===== config.mk =====
export PLATFORM = sky130hd
export DESIGN_NAME = lrai_front
export DESIGN_NICKNAME = d
export VERILOG_FILES = /design/src/rtl/core/lrai_pkg.sv /design/src/rtl/core/lrai_front.sv
export SDC_FILE = /design/constraint.sdc
export NUM_CORES = 1
export LEC_CHECK = 0
export BUFFER_PORTS_ARGS = -buffer_cell sky130_fd_sc_hd__buf_2
export CAP_MARGIN = 20
export CORE_UTILIZATION = 57
export DETAILED_ROUTE_END_ITERATION = 10
export GPL_ROUTABILITY_DRIVEN = 0
export GPL_TIMING_DRIVEN = 1
export PLACE_DENSITY = 0.93
export SYNTH_ARGS = -nofsm -noshare
export SYNTH_HDL_FRONTEND = slang
export SYNTH_SLANG_ARGS = --single-unit

===== constraint.sdc =====
create_clock -name clk -period 8.5 [get_ports clk]
set_input_delay 0.85 -clock clk [delete_from_list [all_inputs] [get_ports clk]]
set_output_delay 0.85 -clock clk [all_outputs]
set_load 0.1 [all_outputs]

===== src/rtl/core/lrai_pkg.sv =====
package lrai_pkg;
    localparam int NUM_REGS_DEF   = 26;
    localparam int DATA_WIDTH_DEF = 32;
    localparam int OP_W  = 4;
    localparam int IDX_W = 5;
    localparam int IMM_W = 32;
    localparam int RES_W = 32;
    localparam int QUEUE_DEPTH = 2;

    localparam logic [OP_W-1:0] OP_IN   = 4'd0;
    localparam logic [OP_W-1:0] OP_OUT  = 4'd1;
    localparam logic [OP_W-1:0] OP_MOV  = 4'd2;
    localparam logic [OP_W-1:0] OP_XCHG = 4'd3;
    localparam logic [OP_W-1:0] OP_ADD  = 4'd4;
    localparam logic [OP_W-1:0] OP_SUB  = 4'd5;
    localparam logic [OP_W-1:0] OP_MUL  = 4'd6;
    localparam logic [OP_W-1:0] OP_DIV  = 4'd7;
    localparam logic [OP_W-1:0] OP_MOD  = 4'd8;
    localparam logic [OP_W-1:0] OP_AND  = 4'd9;
    localparam logic [OP_W-1:0] OP_OR   = 4'd10;
    localparam logic [OP_W-1:0] OP_XOR  = 4'd11;

    // Decoded instruction handed from the front end to the execute side.
    typedef struct packed {
        logic [OP_W-1:0]  op;
        logic [IDX_W-1:0] d;
        logic [IDX_W-1:0] x_idx;
        logic [IDX_W-1:0] y_idx;
        logic [IDX_W-1:0] sa;
        logic             is_div;
        logic [IMM_W-1:0] imm;
    } instr_t;
endpackage


===== src/rtl/core/lrai_front.sv =====
module lrai_front
    import lrai_pkg::*;
#(
    parameter int DEPTH = QUEUE_DEPTH
)
(
    input  logic         clk,
    input  logic         rst_n,
    input  logic         in_valid,
    output logic         in_ready,
    input  logic [19:0]  in_bits,
    input  logic [31:0]  in_imm,
    output logic         q_valid,
    input  logic         q_ready,
    output instr_t       q_data
);
    localparam int PW = (DEPTH > 1) ? $clog2(DEPTH) : 1;
    instr_t          mem_reg [DEPTH];
    logic [PW-1:0]   wp_reg, rp_reg;
    logic [PW:0]     cnt_reg;
    instr_t          dec;
    logic            push, pop;
    logic            three;

    always_comb
    begin
        three      = in_bits[19];
        dec.op     = in_bits[3:0];
        dec.d      = in_bits[8:4];
        dec.sa     = in_bits[13:9];
        dec.x_idx  = three ? in_bits[13:9] : in_bits[8:4];
        dec.y_idx  = three ? in_bits[18:14] : in_bits[13:9];
        dec.is_div = (in_bits[3:0] == OP_DIV) || (in_bits[3:0] == OP_MOD);
        dec.imm    = in_imm;
    end

    assign in_ready = (cnt_reg != (PW+1)'(DEPTH));
    assign q_valid  = (cnt_reg != '0);
    assign q_data   = mem_reg[rp_reg];
    assign push     = in_valid && in_ready;
    assign pop      = q_valid && q_ready;

    always_ff @(posedge clk)
    begin
        if (push)
        begin
            mem_reg[wp_reg] <= dec;
        end
    end

    always_ff @(posedge clk or negedge rst_n)
    begin
        if (!rst_n)
        begin
            wp_reg  <= '0;
            rp_reg  <= '0;
            cnt_reg <= '0;
        end
        else
        begin
            if (push)
            begin
                wp_reg <= (wp_reg == PW'(DEPTH-1)) ? '0 : wp_reg + 1'b1;
            end
            if (pop)
            begin
                rp_reg <= (rp_reg == PW'(DEPTH-1)) ? '0 : rp_reg + 1'b1;
            end
            cnt_reg <= cnt_reg + (PW+1)'(push) - (PW+1)'(pop);
        end
    end
endmodule


---- Word level (Yosys, flattened, before mapping) ----
Memories as Yosys holds them, arrays and structs flattened.
Cells that the tools add are included.
Widths: inputs -> output; s select.
storage, ports and cells
  register bits ........................... 4
  bits in writable memories ............... 114
  input port bits ......................... 56
  output and inout port bits .............. 59
  logic and storage cells ................. 21
  memories kept ........................... 1
memories
  name     words  bits a word  rd ports  clocked after Yosys merged registers in  write ports  RTL line          RTL
  mem_reg  2      57           1         0                                        1            lrai_front.sv:18  instr_t mem_reg [DEPTH];
cells by class
  add/subtract/negate cells ............... 4
  equality and inequality tests ........... 3
  multiplexer cells ....................... 6
  reductions and logical operators ........ 4
operator list
  kind                 number
  $mux 5               2
  $eq 4x3->1 const B   1
  $eq 4x4->1 const B   1
  $mux 1               4
  $add 1x1->1 const B  2
  $add 2x1->2          1
  $logic_and 1x1->1    2
  $ne 2x2->1 const B   1
  $reduce_bool 2->1    1
  $sub 2x1->2          1
  $logic_or 1x1->1     1

---- Logic depth before layout (Yosys ltp) ----
  word-level depth ........................ 4
  gate-level depth with buffers ........... 5
  depth with buffers taken out ............ 5

---- Least setup slack after synthesis ----
No wires, ideal clock.
  path type ............................... reg-to-reg
  start point ............................. register cnt_reg[0]
  end point ............................... memory mem_reg[0][0] (netlist bit) (enable)
  library setup time ...................... 472 ps
  arrival ................................. 3,858 ps
  data required time ...................... 8,028 ps
  setup slack ............................. 4,170 ps
  stages on the path, launching flop included .. 4
  buffers on the path ..................... 0
  period minus slack after synthesis ...... 4,330 ps
  cell sequence ........................... dfrtp_1 > nand2b_1 > nand2_1 > nor2_1
on the way
  word-level cells in the longest chain between the ends .. 4
ends and longest elaborated chain
  item                          RTL line          RTL
  from (decl)                   lrai_front.sv:20  logic [PW:0] cnt_reg;
  from (signal assigned)        lrai_front.sv:69  cnt_reg <= cnt_reg + (PW+1)'(push) - (PW+1)'(pop);
  $ne 2x2->1                    lrai_front.sv:37  assign in_ready = (cnt_reg != (PW+1)'(DEPTH));
  via in_ready                  lrai_front.sv:10  output logic in_ready,
  $logic_and 1x1->1             lrai_front.sv:40  assign push = in_valid && in_ready;
  $mux 1                        lrai_front.sv:45  if (push)
  $mux 1 (not written as such)  lrai_front.sv:47  mem_reg[wp_reg] <= dec;
  to (decl)                     lrai_front.sv:18
The timed path passes the listed nets, and every way through them passes these cells.

==> impl_results.rst <==
.. list-table::
   :header-rows: 1

   * - Metric
     - Value
   * - Run status
     - finished clean
   * - Average wire per cell in the routed design
     - 17.0 um
   * - Maximum number of pins on one net before global-route repair
     - 59
   * - Sequential standard cell area
     - 3520 sq um
   * - Master cell of the clock root buffer
     - clkbuf_8
   * - CTS Buf Count
     - 17
   * - Antenna violations before repair
     - 0
   * - H-tree depth
     - 4
   * - Setup total negative slack
     - 0 ns
   * - Setup-failing EPs final
     - 0
   * - Clock transition time at the flip-flop clock pins of the worst setup and hold paths
     - 0.05 ns
   * - Post-synthesis register bit count
     - 118
   * - Max reg flops
     - 114
   * - Max Clock Skew
     - 0.00831 ns
   * - CTS tree
     - yes
   * - Number of I/O pins
     - 115
   * - First-pass DRT Iterations
     - 5
   * - Final worst path period need
     - 3.12 ns
   * - Detailed Route Iter0 Violations
     - 81
   * - Syn Area/Cell
     - 21.4 sq um
   * - Transition time at the pin with the least slew margin
     - 0.859 ns
   * - Max-Cap Viols
     - 0
   * - Portion of the post-synthesis area used by sequential elements
     - 77.5%
   * - Ratio of cells with drive above 1 in the final layout
     - 61.7%
   * - Post-CTS repair timing setup buffer count
     - 0
   * - # hold bufs at CTS
     - 0
   * - Num Clock Sinks
     - 118
   * - Arrival time of the worst setup path
     - 2.27 ns
   * - Total Routing Usage GR
     - 19.7%
   * - Resized Gates After CTS
     - 0
   * - Starting density of the core
     - 58.9%
   * - Count of yosys warnings during synthesis
     - 0
   * - Die width
     - 91.3 um
   * - Post-Syn Instances
     - 213
   * - Number of nets produced by synthesis
     - 270
   * - Kind of critical path
     - flip-flop to primary output
   * - Critical Path RT
     - 7.65 ns
   * - Area of the die
     - 8340 sq um
   * - GR Overflow Total
     - 0
   * - Growth of design area from synthesis to finish
     - 27.4%
   * - Global-route wire length before repair
     - 11,900 um
   * - Max frequency
     - 320 MHz
   * - Die outline height
     - 91.3 um
   * - Commonest cells after routing, fill and taps aside
     - buf_2 (114), edfxtp_1 (114), mux2_2 (47)
   * - Worst-skew pair later-pin latency
     - 0.50 ns
   * - Post-detailed-route count of antenna-violating nets
     - 0
   * - Core ar.
     - 7730 sq um
   * - Fill cells
     - 474
   * - Top cells by area, synth
     - edfxtp_1 (75%), mux2_2 (12%), mux2_4 (6.6%)
   * - Worst Setup Start Kind
     - flip-flop
   * - Max Slew Vio Count
     - 0
   * - Total DRC errors in the routed layout
     - 0
   * - Distinct cells, synth
     - 21
   * - Final HPWL from detailed placement
     - 4850 um
   * - Total Wirelength
     - 7750 um
   * - Footprint of the multi-input gates
     - 980 sq um
   * - Tightest slew margin relative to the limit
     - 42.7%
   * - Critical Path End Type
     - primary output
   * - Unrepaired setup endpoints after global routing
     - false
   * - Final worst-path cycle share
     - 36.8%
   * - Total number of vias
     - 2,391
   * - Vias in the first global route
     - 2,493
   * - # diodes
     - 0
   * - Total count of hold-check failures in the final report
     - 0
   * - Number of I/O port buffers
     - 114
   * - Final net count
     - 399
   * - Cell area after technology mapping
     - 4550 sq um
   * - Site Rows
     - 32
   * - Worst Path Max Fanout
     - 58
   * - Share of Yosys cell area claimed by the top area cell type
     - 75.3%
   * - Synth area leader
     - edfxtp_1
   * - DR vias/cell
     - 5.23
   * - Type of the tightest min-delay check
     - primary input to async pin
   * - CTS max path bufs
     - 2
==> path summary, 6_finish.rpt <==
path                       cells after the start  slack (ns)        endpoint        from
setup / recovery                               3        5.38      q_data[37]      rp_reg
hold / removal                                 1        0.15      cnt_reg[0]       rst_n
setup reg to reg                               4        6.30  mem_reg[0][49]  cnt_reg[0]
hold reg to reg                                1        0.55          wp_reg      wp_reg
max in group asynchronous                      1        8.21          rp_reg       rst_n
min in group clk                               1        0.54  mem_reg[1][13]  in_imm[13]
==> area by class of cell <==
type,count,area share (%)
clock buffer,17,7.15
clock inverter,15,2.68
multi-input combinational,88,16.9
sequential,118,60.8
tap,102,2.20
timing repair buffer,117,10.2
==> metal layers <==
metal / track usage, % / vias to the layer above / share of wire, %
li1: - / 1108 / -
met1: 22.9 / 1175 / 39
met2: 34.1 / 95 / 54
met3: 5.53 / 13 / 5.1
met4: 9.13 / 0 / 1.9
met5: 0 / - / 0
==> worst max-delay path, cell delays in order, from the launching register on <==
cell and delay, ns:
dfrtp_2 0.34, buf_4 0.66, mux2_2 0.32, buf_2 0.43
==> cell families (layout without fill, tap and decap cells) <==
| family | count (synthesis) | in the layout | share of synthesized area, % |
|---|---|---|---|
| adders and majority gates | 1 | 1 | 0.275 |
| AOI/OAI and AO/OA | 4 | 4 | 0.688 |
| muxes | 67 | 67 | 18.2 |
| xor gates and xnor gates | 3 | 3 | 0.578 |
| DFF | 118 | 118 | 77.5 |
| and+or+nand+nor | 13 | 13 | 1.57 |
| buffers and inverters | 7 | 149 | 1.18 |
==> synthesized netlist by cell type <==
cell / instances
mux2_4: 20
nand3_1: 1
nor2_1: 3
dfrtp_1: 4
edfxtp_1: 114
a32oi_1: 1
nor2b_1: 1
o21ai_0: 1
a211oi_1: 1
ha_1: 1
a21bo_1: 1
or2_2: 1
and3_1: 1
xnor2_1: 3
nand2_1: 3
buf_2: 4
or4b_1: 1
mux2_2: 47
nand4b_1: 1
buf_6: 3
nand2b_1: 1
==> metrics by stage <==
step                      hold slack [ns]  instance area (sq um)  cells  worst slack (ns)  utilization, %
after floorplan                     0.460                   4550    213              4.17               -
after global placement              0.530                   5230    425              5.89            67.6
after detailed placement            0.535                   5230    425              5.88            67.6
after CTS                           0.137                   5790    457              5.35            75.0
after global routing                0.137                   5790    457              5.26            75.0
final                               0.152                   5790    457              5.38            75.0
Power is left out: the tool's default activity adds up to more than one toggle a clock period on the data nets, which glitch-free logic cannot reach.
